==> src/rtl/request_frame_check_and_reply_macros.svh <==
// Assertion macros for the request frame checker. Define ASSERT_OFF to drop them.
`ifndef REQUEST_FRAME_CHECK_AND_REPLY_MACROS_SVH
`define REQUEST_FRAME_CHECK_AND_REPLY_MACROS_SVH

`ifndef ASSERT_OFF

// Checked on every rising edge of i_clk outside reset.
`define RFCR_ASSERT(lbl, prop, msg) \
    lbl: assert property (@(posedge i_clk) disable iff (!i_rst_n) prop) else $error(msg);

// Checked on every rising edge of i_clk, reset cycles included.
`define RFCR_ASSERT_ALWAYS(lbl, prop, msg) \
    lbl: assert property (@(posedge i_clk) prop) else $error(msg);

`else

`define RFCR_ASSERT(lbl, prop, msg)
`define RFCR_ASSERT_ALWAYS(lbl, prop, msg)

`endif

`endif

==> src/rtl/rfcr_pkg.sv <==
package rfcr_pkg;

    localparam int RFCR_MEM_DEPTH = 128;
    localparam int RFCR_MAX_WORDS = 11;

    // Byte positions inside a request frame. The first six reply bytes
    // follow the same layout.
    localparam logic [3:0] POS_START   = 4'd0;
    localparam logic [3:0] POS_ADDR_HI = 4'd1;
    localparam logic [3:0] POS_ADDR_LO = 4'd2;
    localparam logic [3:0] POS_FUNC    = 4'd3;
    localparam logic [3:0] POS_SA_HI   = 4'd4;
    localparam logic [3:0] POS_SA_LO   = 4'd5;
    localparam logic [3:0] POS_COUNT   = 4'd6;
    localparam logic [3:0] POS_PAD0    = 4'd7;
    localparam logic [3:0] POS_PAD1    = 4'd8;
    localparam logic [3:0] POS_END     = 4'd9;
    localparam logic [3:0] POS_SUM_HI  = 4'd10;
    localparam logic [3:0] POS_SUM_LO  = 4'd11;

    // Configuration register indexes.
    localparam logic [1:0] CFG_OWN_ADDR     = 2'd0;
    localparam logic [1:0] CFG_START_MARKER = 2'd1;
    localparam logic [1:0] CFG_END_MARKER   = 2'd2;
    localparam logic [1:0] CFG_READ_FUNC    = 2'd3;

    localparam logic [15:0] RST_OWN_ADDR     = 16'd1;
    localparam logic [7:0]  RST_START_MARKER = 8'd2;
    localparam logic [7:0]  RST_END_MARKER   = 8'd3;
    localparam logic [7:0]  RST_READ_FUNC    = 8'd0;

    // A completed request frame, handed from the receiver to the replier.
    typedef struct packed {
        logic        go;
        logic        ok;
        logic [7:0]  func;
        logic [15:0] start;
        logic [7:0]  count;
    } t_frame;

endpackage

==> src/rtl/request_frame_check_and_reply.sv <==
// A rejected frame goes from S_IDLE to S_REJ, which puts its single result byte into the
// output register once it is free. A valid frame first takes 3 address wrap steps in S_MOD,
// then starts its reply in S_HDR. Request bytes and word writes are taken one per cycle
// while tready is high; a reply has six header bytes, a memory read plus two bytes per data
// word, and three closing bytes. Reset (synchronous, active low) clears control and then
// zeroes the data memory, one entry per cycle, while no input transaction is taken.
module request_frame_check_and_reply #(
    parameter int MEM_DEPTH = rfcr_pkg::RFCR_MEM_DEPTH,
    parameter int MAX_WORDS = rfcr_pkg::RFCR_MAX_WORDS
) (
    input  logic        i_clk,
    input  logic        i_rst_n,
    // Input stream.
    input  logic        i_s_tvalid,
    output logic        o_s_tready,
    // tdata, lowest bit first: frame_byte[7:0], frame_start[8], word_index[15:9],
    // word_value[31:16].
    input  logic [31:0] i_s_tdata,
    // tuser: kind (0 request frame byte, 1 data memory word write).
    input  logic        i_s_tuser,
    // Output stream.
    output logic        o_m_tvalid,
    input  logic        i_m_tready,
    // tdata: reply_byte[7:0].
    output logic [7:0]  o_m_tdata,
    // tuser: frame_ok.
    output logic        o_m_tuser,
    output logic        o_m_tlast,
    // Configuration writes.
    input  logic        i_cfg_we,
    input  logic [1:0]  i_cfg_idx,
    input  logic [15:0] i_cfg_data
);

`include "request_frame_check_and_reply_macros.svh"

    localparam int AW = $clog2(MEM_DEPTH);

    // Configuration registers. The user must change them only between requests (the
    // block does not enforce it), so the receiver and the replier read them directly.
    logic [15:0] r_own_addr;
    logic [7:0]  r_start_marker;
    logic [7:0]  r_end_marker;
    logic [7:0]  r_read_func;

    logic              w_in_xfer;
    logic              w_byte_valid;
    logic              w_word_xfer;
    logic [16:0]       w_idx_ext;
    logic              w_wr_en;
    logic              w_clearing;
    logic              w_tx_idle;
    logic              w_rd_en;
    logic [AW-1:0]     w_rd_addr;
    logic [15:0]       w_rd_data;
    rfcr_pkg::t_frame  w_frame;
    logic              w_reject_out;
    logic              w_reject_form;

    always_ff @(posedge i_clk) begin
        if (!i_rst_n) begin
            r_own_addr     <= rfcr_pkg::RST_OWN_ADDR;
            r_start_marker <= rfcr_pkg::RST_START_MARKER;
            r_end_marker   <= rfcr_pkg::RST_END_MARKER;
            r_read_func    <= rfcr_pkg::RST_READ_FUNC;
        end else if (i_cfg_we) begin
            unique case (i_cfg_idx)
                rfcr_pkg::CFG_OWN_ADDR:     r_own_addr     <= i_cfg_data;
                rfcr_pkg::CFG_START_MARKER: r_start_marker <= i_cfg_data[7:0];
                rfcr_pkg::CFG_END_MARKER:   r_end_marker   <= i_cfg_data[7:0];
                rfcr_pkg::CFG_READ_FUNC:    r_read_func    <= i_cfg_data[7:0];
                default: begin
                end
            endcase
        end
    end

    // The block works on one request at a time: while a reply is being
    // built, or while the memory is being cleared after reset, no input
    // transaction is taken. The last reply byte may still wait in the
    // output register while the next request streams in.
    assign o_s_tready   = w_tx_idle && !w_clearing;
    assign w_in_xfer    = i_s_tvalid && o_s_tready;
    assign w_byte_valid = w_in_xfer && !i_s_tuser;
    assign w_word_xfer  = w_in_xfer && i_s_tuser;

    // Word writes to an index beyond the memory are dropped.
    assign w_idx_ext = 17'(i_s_tdata[15:9]);
    assign w_wr_en   = w_word_xfer && (w_idx_ext < 17'(MEM_DEPTH));

    rfcr_rx u_rx (
        .i_clk          (i_clk),
        .i_rst_n        (i_rst_n),
        .i_byte_valid   (w_byte_valid),
        .i_byte         (i_s_tdata[7:0]),
        .i_frame_start  (i_s_tdata[8]),
        .i_own_addr     (r_own_addr),
        .i_start_marker (r_start_marker),
        .i_end_marker   (r_end_marker),
        .o_frame        (w_frame)
    );

    rfcr_dmem #(
        .MEM_DEPTH (MEM_DEPTH)
    ) u_dmem (
        .i_clk      (i_clk),
        .i_rst_n    (i_rst_n),
        .i_wr_en    (w_wr_en),
        .i_wr_addr  (w_idx_ext[AW-1:0]),
        .i_wr_data  (i_s_tdata[31:16]),
        .i_rd_en    (w_rd_en),
        .i_rd_addr  (w_rd_addr),
        .o_rd_data  (w_rd_data),
        .o_clearing (w_clearing)
    );

    rfcr_tx #(
        .MEM_DEPTH (MEM_DEPTH),
        .MAX_WORDS (MAX_WORDS)
    ) u_tx (
        .i_clk          (i_clk),
        .i_rst_n        (i_rst_n),
        .i_frame        (w_frame),
        .i_own_addr     (r_own_addr),
        .i_start_marker (r_start_marker),
        .i_end_marker   (r_end_marker),
        .i_read_func    (r_read_func),
        .o_rd_en        (w_rd_en),
        .o_rd_addr      (w_rd_addr),
        .i_rd_data      (w_rd_data),
        .o_idle         (w_tx_idle),
        .o_valid        (o_m_tvalid),
        .i_ready        (i_m_tready),
        .o_byte         (o_m_tdata),
        .o_ok           (o_m_tuser),
        .o_last         (o_m_tlast)
    );

    // A rejection on the output and the shape it must have.
    assign w_reject_out  = o_m_tvalid && !o_m_tuser;
    assign w_reject_form = o_m_tlast && (o_m_tdata == 8'h00);

    // Input must stay closed while the memory is still being zeroed.
    `RFCR_ASSERT(a_clear_blocks_input, w_clearing |-> !o_s_tready, "input taken during clear")

    // A completed frame must close the input on the next cycle.
    `RFCR_ASSERT(a_frame_closes_input, w_frame.go |=> !o_s_tready, "input open after frame")

    // A rejection is a single zero byte that ends its request.
    `RFCR_ASSERT(a_reject_form, w_reject_out |-> w_reject_form, "bad rejection result")

    // Reset leaves no result pending.
    `RFCR_ASSERT_ALWAYS(a_reset_empties_output, !i_rst_n |=> !o_m_tvalid, "output valid after reset")

endmodule

==> src/rtl/rfcr_rx.sv <==
module rfcr_rx (
    input  logic                i_clk,
    input  logic                i_rst_n,
    input  logic                i_byte_valid,
    input  logic [7:0]          i_byte,
    input  logic                i_frame_start,
    input  logic [15:0]         i_own_addr,
    input  logic [7:0]          i_start_marker,
    input  logic [7:0]          i_end_marker,
    output rfcr_pkg::t_frame    o_frame
);

    logic [3:0]  r_pos;
    logic [3:0]  w_pos;
    logic [15:0] r_sum;
    logic [7:0]  r_b0;
    logic [7:0]  r_b1;
    logic [7:0]  r_b2;
    logic [7:0]  r_b9;
    logic [7:0]  r_b10;
    logic [7:0]  r_func;
    logic [7:0]  r_sa_hi;
    logic [7:0]  r_sa_lo;
    logic [7:0]  r_count;

    // A start flag always puts the byte at the head of a new frame.
    assign w_pos = i_frame_start ? rfcr_pkg::POS_START : r_pos;

    always_ff @(posedge i_clk) begin
        if (!i_rst_n) begin
            r_pos <= rfcr_pkg::POS_START;
        end else if (i_byte_valid) begin
            r_pos <= (w_pos == rfcr_pkg::POS_SUM_LO) ? rfcr_pkg::POS_START : w_pos + 4'd1;
        end
    end

    // Header fields are kept raw; the comparisons against the configuration
    // happen only once the last byte is in.
    always_ff @(posedge i_clk) begin
        if (i_byte_valid) begin
            unique case (w_pos) inside
                rfcr_pkg::POS_START: begin
                    r_b0  <= i_byte;
                    r_sum <= 16'(i_byte);
                end
                rfcr_pkg::POS_ADDR_HI: begin
                    r_b1  <= i_byte;
                    r_sum <= r_sum + 16'(i_byte);
                end
                rfcr_pkg::POS_ADDR_LO: begin
                    r_b2  <= i_byte;
                    r_sum <= r_sum + 16'(i_byte);
                end
                rfcr_pkg::POS_FUNC: begin
                    r_func <= i_byte;
                    r_sum  <= r_sum + 16'(i_byte);
                end
                rfcr_pkg::POS_SA_HI: begin
                    r_sa_hi <= i_byte;
                    r_sum   <= r_sum + 16'(i_byte);
                end
                rfcr_pkg::POS_SA_LO: begin
                    r_sa_lo <= i_byte;
                    r_sum   <= r_sum + 16'(i_byte);
                end
                rfcr_pkg::POS_COUNT: begin
                    r_count <= i_byte;
                    r_sum   <= r_sum + 16'(i_byte);
                end
                rfcr_pkg::POS_PAD0, rfcr_pkg::POS_PAD1: begin
                    r_sum <= r_sum + 16'(i_byte);
                end
                rfcr_pkg::POS_END: begin
                    r_b9  <= i_byte;
                    r_sum <= r_sum + 16'(i_byte);
                end
                rfcr_pkg::POS_SUM_HI: begin
                    r_b10 <= i_byte;
                end
                default: begin
                end
            endcase
        end
    end

    always_comb begin
        o_frame.go    = i_byte_valid && (w_pos == rfcr_pkg::POS_SUM_LO);
        o_frame.ok    = (r_b0 == i_start_marker) && ({r_b1, r_b2} == i_own_addr) &&
                        (r_b9 == i_end_marker) && (r_b10 == r_sum[15:8]) &&
                        (i_byte == r_sum[7:0]);
        o_frame.func  = r_func;
        o_frame.start = {r_sa_hi, r_sa_lo};
        o_frame.count = r_count;
    end

endmodule

==> src/rtl/rfcr_dmem.sv <==
module rfcr_dmem #(
    parameter int MEM_DEPTH = rfcr_pkg::RFCR_MEM_DEPTH
) (
    input  logic                         i_clk,
    input  logic                         i_rst_n,
    input  logic                         i_wr_en,
    input  logic [$clog2(MEM_DEPTH)-1:0] i_wr_addr,
    input  logic [15:0]                  i_wr_data,
    input  logic                         i_rd_en,
    input  logic [$clog2(MEM_DEPTH)-1:0] i_rd_addr,
    output logic [15:0]                  o_rd_data,
    output logic                         o_clearing
);

    localparam int AW = $clog2(MEM_DEPTH);

    logic [15:0]   r_mem [MEM_DEPTH];
    logic [15:0]   r_rd_data;
    logic          r_clr;
    logic [AW-1:0] r_clr_addr;
    logic          w_we;
    logic [AW-1:0] w_addr;
    logic [15:0]   w_data;

    // After reset every entry is written with zero, one per cycle.
    always_ff @(posedge i_clk) begin
        if (!i_rst_n) begin
            r_clr      <= 1'b1;
            r_clr_addr <= '0;
        end else if (r_clr) begin
            r_clr_addr <= r_clr_addr + AW'(1);
            if (r_clr_addr == AW'(MEM_DEPTH - 1)) begin
                r_clr <= 1'b0;
            end
        end
    end

    assign w_we   = r_clr || i_wr_en;
    assign w_addr = r_clr ? r_clr_addr : i_wr_addr;
    assign w_data = r_clr ? 16'h0000 : i_wr_data;

    always_ff @(posedge i_clk) begin
        if (w_we) begin
            r_mem[w_addr] <= w_data;
        end
    end

    always_ff @(posedge i_clk) begin
        if (i_rd_en) begin
            r_rd_data <= r_mem[i_rd_addr];
        end
    end

    assign o_rd_data  = r_rd_data;
    assign o_clearing = r_clr;

endmodule

==> src/rtl/rfcr_tx.sv <==
module rfcr_tx #(
    parameter int MEM_DEPTH = rfcr_pkg::RFCR_MEM_DEPTH,
    parameter int MAX_WORDS = rfcr_pkg::RFCR_MAX_WORDS
) (
    input  logic                         i_clk,
    input  logic                         i_rst_n,
    input  rfcr_pkg::t_frame             i_frame,
    input  logic [15:0]                  i_own_addr,
    input  logic [7:0]                   i_start_marker,
    input  logic [7:0]                   i_end_marker,
    input  logic [7:0]                   i_read_func,
    output logic                         o_rd_en,
    output logic [$clog2(MEM_DEPTH)-1:0] o_rd_addr,
    input  logic [15:0]                  i_rd_data,
    output logic                         o_idle,
    output logic                         o_valid,
    input  logic                         i_ready,
    output logic [7:0]                   o_byte,
    output logic                         o_ok,
    output logic                         o_last
);

    localparam int AW    = $clog2(MEM_DEPTH);
    localparam int MOD_W = 17;
    localparam int CNT_W = $clog2(MAX_WORDS + 1);
    // Scaled reciprocal of the memory depth. The quotient estimate taken with it
    // is at most one below the true quotient for any 16-bit start address.
    localparam logic [31:0] RECIP = 32'((64'd1 << 32) / MEM_DEPTH);

    typedef enum logic [3:0] {
        S_IDLE,
        S_REJ,
        S_MOD,
        S_HDR,
        S_RD,
        S_HI,
        S_LO,
        S_END,
        S_SUMH,
        S_SUML
    } t_state;

    t_state           r_state;
    logic [7:0]       r_func;
    logic [15:0]      r_sa;
    logic [1:0]       r_mod_step;
    logic [15:0]      r_quo;
    logic [15:0]      r_rem;
    logic [AW-1:0]    r_addr;
    logic [CNT_W-1:0] r_left;
    logic [3:0]       r_hidx;
    logic [15:0]      r_sum;
    logic             r_out_valid;
    logic [7:0]       r_out_byte;
    logic             r_out_ok;
    logic             r_out_last;

    logic             w_can_load;
    logic             w_load;
    logic             w_is_read;
    logic [15:0]      w_word;
    logic [7:0]       w_hdr_byte;
    logic [47:0]      w_quo_prod;
    logic [31:0]      w_quo_mul;
    logic [MOD_W-1:0] w_rem_fix;
    logic [AW-1:0]    w_addr_nx;
    logic [CNT_W-1:0] w_count;

    assign w_can_load = !r_out_valid || i_ready;
    // States that put a byte into the output register when it is free.
    assign w_load     = w_can_load && !(r_state inside {S_IDLE, S_MOD, S_RD});
    assign w_is_read  = (r_func == i_read_func);
    assign w_word     = w_is_read ? i_rd_data : 16'h0000;

    // Start address modulo the memory depth in three steps: quotient estimate,
    // remainder estimate, then one correcting subtraction.
    assign w_quo_prod = 48'(r_sa) * 48'(RECIP);
    assign w_quo_mul  = 32'(r_quo) * 32'(MEM_DEPTH);
    assign w_rem_fix  = (MOD_W'(r_rem) >= MOD_W'(MEM_DEPTH)) ?
                        MOD_W'(r_rem) - MOD_W'(MEM_DEPTH) : MOD_W'(r_rem);

    assign w_addr_nx = (r_addr == AW'(MEM_DEPTH - 1)) ? '0 : r_addr + AW'(1);

    assign w_count = (i_frame.count > 8'(MAX_WORDS)) ? CNT_W'(MAX_WORDS)
                                                     : i_frame.count[CNT_W-1:0];

    always_comb begin
        unique case (r_hidx)
            rfcr_pkg::POS_START:   w_hdr_byte = i_start_marker;
            rfcr_pkg::POS_ADDR_HI: w_hdr_byte = i_own_addr[15:8];
            rfcr_pkg::POS_ADDR_LO: w_hdr_byte = i_own_addr[7:0];
            rfcr_pkg::POS_FUNC:    w_hdr_byte = r_func;
            rfcr_pkg::POS_SA_HI:   w_hdr_byte = r_sa[15:8];
            rfcr_pkg::POS_SA_LO:   w_hdr_byte = r_sa[7:0];
            default:               w_hdr_byte = 8'h00;
        endcase
    end

    always_ff @(posedge i_clk) begin
        if (!i_rst_n) begin
            r_state     <= S_IDLE;
            r_out_valid <= 1'b0;
        end else begin
            if (w_load) begin
                r_out_valid <= 1'b1;
            end else if (i_ready) begin
                r_out_valid <= 1'b0;
            end
            unique case (r_state)
                S_IDLE: begin
                    if (i_frame.go) begin
                        r_func     <= i_frame.func;
                        r_sa       <= i_frame.start;
                        r_mod_step <= '0;
                        r_left     <= w_count;
                        r_hidx     <= rfcr_pkg::POS_START;
                        r_sum      <= '0;
                        r_state    <= i_frame.ok ? S_MOD : S_REJ;
                    end
                end
                S_REJ: begin
                    if (w_can_load) begin
                        r_out_byte  <= 8'h00;
                        r_out_ok    <= 1'b0;
                        r_out_last  <= 1'b1;
                        r_state     <= S_IDLE;
                    end
                end
                S_MOD: begin
                    r_mod_step <= r_mod_step + 2'd1;
                    if (r_mod_step == 2'd0) begin
                        r_quo <= w_quo_prod[47:32];
                    end else if (r_mod_step == 2'd1) begin
                        r_rem <= r_sa - w_quo_mul[15:0];
                    end else begin
                        r_addr  <= w_rem_fix[AW-1:0];
                        r_state <= S_HDR;
                    end
                end
                S_HDR: begin
                    if (w_can_load) begin
                        r_out_byte  <= w_hdr_byte;
                        r_out_ok    <= 1'b1;
                        r_out_last  <= 1'b0;
                        r_sum       <= r_sum + 16'(w_hdr_byte);
                        r_hidx      <= r_hidx + 4'd1;
                        if (r_hidx == rfcr_pkg::POS_SA_LO) begin
                            r_state <= (r_left == '0) ? S_END : S_RD;
                        end
                    end
                end
                S_RD: begin
                    r_state <= S_HI;
                end
                S_HI: begin
                    if (w_can_load) begin
                        r_out_byte  <= w_word[15:8];
                        r_out_ok    <= 1'b1;
                        r_out_last  <= 1'b0;
                        r_sum       <= r_sum + 16'(w_word[15:8]);
                        r_state     <= S_LO;
                    end
                end
                S_LO: begin
                    if (w_can_load) begin
                        r_out_byte  <= w_word[7:0];
                        r_out_ok    <= 1'b1;
                        r_out_last  <= 1'b0;
                        r_sum       <= r_sum + 16'(w_word[7:0]);
                        r_addr      <= w_addr_nx;
                        r_left      <= r_left - CNT_W'(1);
                        r_state     <= (r_left == CNT_W'(1)) ? S_END : S_RD;
                    end
                end
                S_END: begin
                    if (w_can_load) begin
                        r_out_byte  <= i_end_marker;
                        r_out_ok    <= 1'b1;
                        r_out_last  <= 1'b0;
                        r_sum       <= r_sum + 16'(i_end_marker);
                        r_state     <= S_SUMH;
                    end
                end
                S_SUMH: begin
                    if (w_can_load) begin
                        r_out_byte  <= r_sum[15:8];
                        r_out_ok    <= 1'b1;
                        r_out_last  <= 1'b0;
                        r_state     <= S_SUML;
                    end
                end
                S_SUML: begin
                    if (w_can_load) begin
                        r_out_byte  <= r_sum[7:0];
                        r_out_ok    <= 1'b1;
                        r_out_last  <= 1'b1;
                        r_state     <= S_IDLE;
                    end
                end
                default: begin
                    r_state <= S_IDLE;
                end
            endcase
        end
    end

    assign o_rd_en   = (r_state == S_RD);
    assign o_rd_addr = r_addr;
    assign o_idle    = (r_state == S_IDLE);
    assign o_valid   = r_out_valid;
    assign o_byte    = r_out_byte;
    assign o_ok      = r_out_ok;
    assign o_last    = r_out_last;

endmodule

==> config.mk <==
export PLATFORM = sky130hd
export DESIGN_NAME = request_frame_check_and_reply
export DESIGN_NICKNAME = d
export VERILOG_FILES = /design/src/rtl/rfcr_pkg.sv /design/src/rtl/request_frame_check_and_reply.sv /design/src/rtl/rfcr_rx.sv /design/src/rtl/rfcr_dmem.sv /design/src/rtl/rfcr_tx.sv
export VERILOG_INCLUDE_DIRS = /design/src /design/src/rtl
export SDC_FILE = /design/constraint.sdc
export NUM_CORES = 2
export LEC_CHECK = 0
export ABC_AREA = 1
export CORE_MARGIN = 8
export CORE_UTILIZATION = 30
export DETAILED_ROUTE_END_ITERATION = 8
export DONT_BUFFER_PORTS = 1
export SLEW_MARGIN = 10
export SYNTH_ARGS = -nofsm -noshare
export SYNTH_HDL_FRONTEND = slang
export SYNTH_SLANG_ARGS = --single-unit
export TNS_END_PERCENT = 100
==> constraint.sdc <==
create_clock -name i_clk -period 5.2 [get_ports i_clk]
set_clock_uncertainty 0.05 [all_clocks]
set_input_delay 0.78 -clock i_clk [delete_from_list [all_inputs] [get_ports i_clk]]
set_output_delay 0.78 -clock i_clk [all_outputs]
set_load 0.02 [all_outputs]
==> results.md <==
- The flow ran to the end, and the final reports show no timing, DRC or antenna violations.
- After clock tree synthesis, the repair step resized 0 gates.
- The die boundary height is ~570 um.
- After detailed routing, the number of remaining DRC violations is 0.
- Subtracting the final worst setup slack from the clock period gives 4.14 ns.
- The synthesized netlist occupies a cell area of about 93000 um^2.
- The most numerous cell in the Yosys netlist is edfxtp_1.
- The data arrival time of the critical path is about 4.7 ns.
- The detailed placer's ending HPWL is approximately 160000 um.
- Summing all multi-input logic gate instances after layout gives approximately 22000 um^2.
- The cell row count is 205.
- Dividing the detail-routed via count by the number of cells gives 5.10.
- For this design, the sink count on the clock tree is between 2000 and 2500.
- The count of buffering cells on the critical path with inverters included is 4.
- The number of global-route vias before repair is ~60000.
- The pre-antenna-repair detailed-routing pass consisted of 6 iterations.
- The fraction of synthesized cell area taken by the top area cell type is 0.715.
- The initial core utilization is 0.301.
- After synthesis, the cell types taking the most area are edfxtp_1 72%, nor2_1 7.2%, o21ai_0 5.3%.
- The placed cell count is approximately 12000.
- At the pin with the least slew margin, the transition time is approximately 1.2 ns.
- Summed over all layers, the global routing overflow is 0.
- The first global-routing pass estimated between 300000 and 400000 um of wire.
- The worst-case reg-to-reg path depth is 20.
- The final hold violation count is 0.
- Sorting the synthesized cells by how often they occur yields 2226 x edfxtp_1, 1804 x nor2_1, 994 x o21ai_0, 834 x nand2_1, 333 x nand3_1.
- Of the available clock period, the critical path in the final layout requires 0.796.
- The most utilized layer in the global route result is met2.
- Setup repair after global routing left no endpoint under its margin.
- In this run the most critical hold path is launched from i_cfg_data[6].
- After filler insertion, the fill cell instance count of the layout stands at 30300.
- The hold path endpoint is r_start_marker[6].
- The highest clock frequency the design can meet is 242 MHz.
- The hold buffer count at cts is 25.
- The number of primary I/O pins is 68.
- The global routing usage on met2 is 0.254.
- The final weighted congestion in routability-driven placement is between 0.8 and 0.9.
- The clock transition at the registers of the reported paths is about 0.070 ns.
- The post-synthesis cell type with the largest combined area is edfxtp_1.
- The post-synthesis average cell area is ~12 um^2.
- The root cell of the clock tree is clkbuf_16.
- The residual antenna-violating net count after detailed routing is 0.
- The count of final setup violators is 0.
- Yosys printed 0 warnings.
- In this run, CTS created clock tree buffers numbering ~220.
- The longest individual stage delay on the worst path is around 0.46 ns.
- The critical path in this run is classified as flop to flop.
- The worst setup path is captured at a flop.
- The final sum of negative setup slack is 0 ns.
- In the final layout, the share of cells above drive strength 1 is 0.0816.
- The worst pin sits at a relative slew slack of 0.207.
- The number of synthesized register bits is 2283.
- The primary flip-flop cell chosen by synthesis mapping is edfxtp_1.
- The maximum resistive drop on vdd is around 0.38 mV.
- Across all register-to-register paths, the minimum setup slack is ~1.1 ns.
- The proportion of register bits with asynchronous set or reset after synthesis is 0.
- Along the worst hold path, the cell count comes to 2.
- For this run, global-route usage on met3 was measured as 0.0266.
- After the first detailed-routing iteration, the DRC count stood at 8464.
- The endpoint of the worst register-to-register path is u_tx.r_sum[12].
- Across the whole layout, storage elements account for 68000 um^2.
- In the final routed layout, each cell accounts on average for about 22 um.
- The netlist uses between 40 and 50 different library cells.
- In the global route stage, met1 resource usage came out at 0.213.
- The sequential area share after synthesis is 0.727.
- The critical path's slowest cell is dfxtp_1.
- In this design, the largest share of critical-path delay is due to simple AND/OR/NAND/NOR gates.
- Max-cap violations in this run came to 0.
- Yosys mapped a number of flops with a built-in enable equal to between 2000 and 2500.
- The power density relative to cell area is about 350 nW/um^2.
- The data required time at the worst endpoint is between 5 and 6 ns.
- Overall power consumption after layout is estimated at 37500 uW.
- The area of the die is 330000 um^2.
- The clock latency reported for the late side of the worst-skew pair is 0.89 ns.
- The worst path setup slack after routing is 1.06 ns.
- The maximum number of pins on one net before global-route repair is about 180.
- Walking the worst path, the cells encountered are inv_1 -> nor2_1 -> nand2_1 -> buf_4 -> inv_1 -> a32o_1 -> nand3_1 -> nand3_1 -> ha_1 -> inv_1 -> fa_1 -> nor2_1 -> o21ai_0 -> and2_1 -> o21ai_0 -> nand2_1 -> nor2_1 -> nand2_1 -> nand2_1 -> nor2_1.
- Before CTS, the worst setup slack after placement is roughly 1.1 ns.
- For this run, the post-layout net count is roughly 8000.
- The final worst hold slack is around 0.066 ns.
- The horizontal die dimension is approximately 570 um.
- The core region is slightly above 300000 um^2.
- The number of antenna violations at the first check in global routing came to 12.
- The total via count after detailed routing is 62400.
- In this run the worst path has a maximum fanout of 20.
- In this run the static leakage power is around 0.036 uW.
- The TritonCTS clock tree is done.
- The number of nets produced by synthesis is approximately 8000.
- The total length of routed wires is approximately 270000 um.
- Buffers added to address setup during post-CTS repair amount to 0.
- The final number of max-transition violations is 0.
- No sink is reached through more buffers than the 3 on the longest clock path.
- The cell count after synthesis came out at slightly below 8000.
- The kind of start point of the critical path is a flop.
- The level count of the clock H-tree is 4.
- The finished layout holds 12200 standard cells, fillers aside.
- The global router's overall resource usage is 0.158.
- The number of input and output port buffers inserted is 0.
- The class of the most critical hold timing path is input port to flop.
- Relative to the synthesized area, the layout overhead comes to 14.2%.
- The launching point of the worst reg2reg path is u_tx.r_state[1].
[cell type report]
class,count,area share
Timing Repair Buffer,315,0.0276
Multi-Input combinational cell,4830,0.209
Clock buffer,269,0.0541
Antenna cell,2,0.0000469
Inverter,279,0.0100
Tap cell,4140,0.0485
Clock inverter,129,0.0135
Sequential cell,2283,0.637
[sequential cells by signal, summed over array words and instances, names as in the netlist, 16 cells and up]
signal            flops
u_tx.r_sa            16
u_dmem.r_mem       2048
u_dmem.o_rd_data     16
u_tx.r_sum           16
u_rx.r_sum           16
r_own_addr           16
[worst max-delay path by stage]
stage                           start  cells past startpoint  slack (ns)                   to
floorplan           u_dmem.o_clearing                      4        0.45  u_dmem.r_mem[0][10]
global placement      u_tx.r_state[1]                     20        1.08       u_tx.r_sum[12]
detailed placement    u_tx.r_state[1]                     20        1.13       u_tx.r_sum[12]
CTS                   u_tx.r_state[1]                     20        1.11       u_tx.r_sum[12]
global route          u_tx.r_state[1]                     20        0.81       u_tx.r_sum[12]
finish                u_tx.r_state[1]                     20        1.06       u_tx.r_sum[12]
[worst register-to-register path, delay by kind of cell, from the launching register on]
kind | cells | cell delay (ns)
fa+ha+maj | 2 | 0.59
buf+inv | 4 | 0.70
compound gates | 3 | 0.62
simple gates | 11 | 1.47
flops | 1 | 0.46
[through the flow]
stage | instance area, um^2 | util
finish | 107000 | 0.343
global route | 107000 | 0.343
CTS | 107000 | 0.343
detailed placement | 99300 | 0.319
global placement | 99300 | 0.319
floorplan | 93500 | -
[cell families after synthesis]
family          Yosys count  share of synthesized area
buf+inv                 740                     0.0352
flops                  2283                      0.727
xor+xnor                 40                    0.00375
simple gates           3038                      0.128
fa+ha+maj                33                    0.00458
compound gates         1719                      0.101
[report_power, final]
| group | internal (uW) | switching [uW] | total [uW] |
|---|---|---|---|
| logic | 329 | 930 | 1260 |
| clock network | 9050 | 6990 | 16000 |
| registers | 20100 | 140 | 20200 |
[layer usage]
layer  share of wire  wire (um)
met4           0.039      10700
met2            0.47     127000
met1            0.41     112000
met3           0.084      23100
met5         0.00016         43
[layout by cell type, fill, tap and decap left out, types with 4 or more instances in the layout]
cell type / instances
a211oi_1: 4
a21oi_1: 144
a221oi_1: 7
a31oi_1: 6
a32o_1: 8
buf_12: 42
buf_4: 249
bufinv_16: 23
clkbuf_1: 40
clkbuf_16: 220
clkbuf_8: 9
clkinv_1: 55
clkinv_16: 8
clkinv_2: 37
dfxtp_1: 56
dlygate4sd3_1: 24
edfxtp_1: 2226
ha_1: 31
inv_1: 266
inv_4: 4
nand2_1: 834
nand3_1: 333
nand4_1: 7
nor2_1: 1787
nor2_4: 19
nor3_1: 15
nor3_2: 10
nor4_1: 4
o211ai_1: 220
o21a_1: 4
o21ai_0: 994
o21ai_1: 206
o22ai_1: 115
or2_2: 16
xnor2_1: 19
xor2_1: 21
Power figures use the tool's default switching activity.
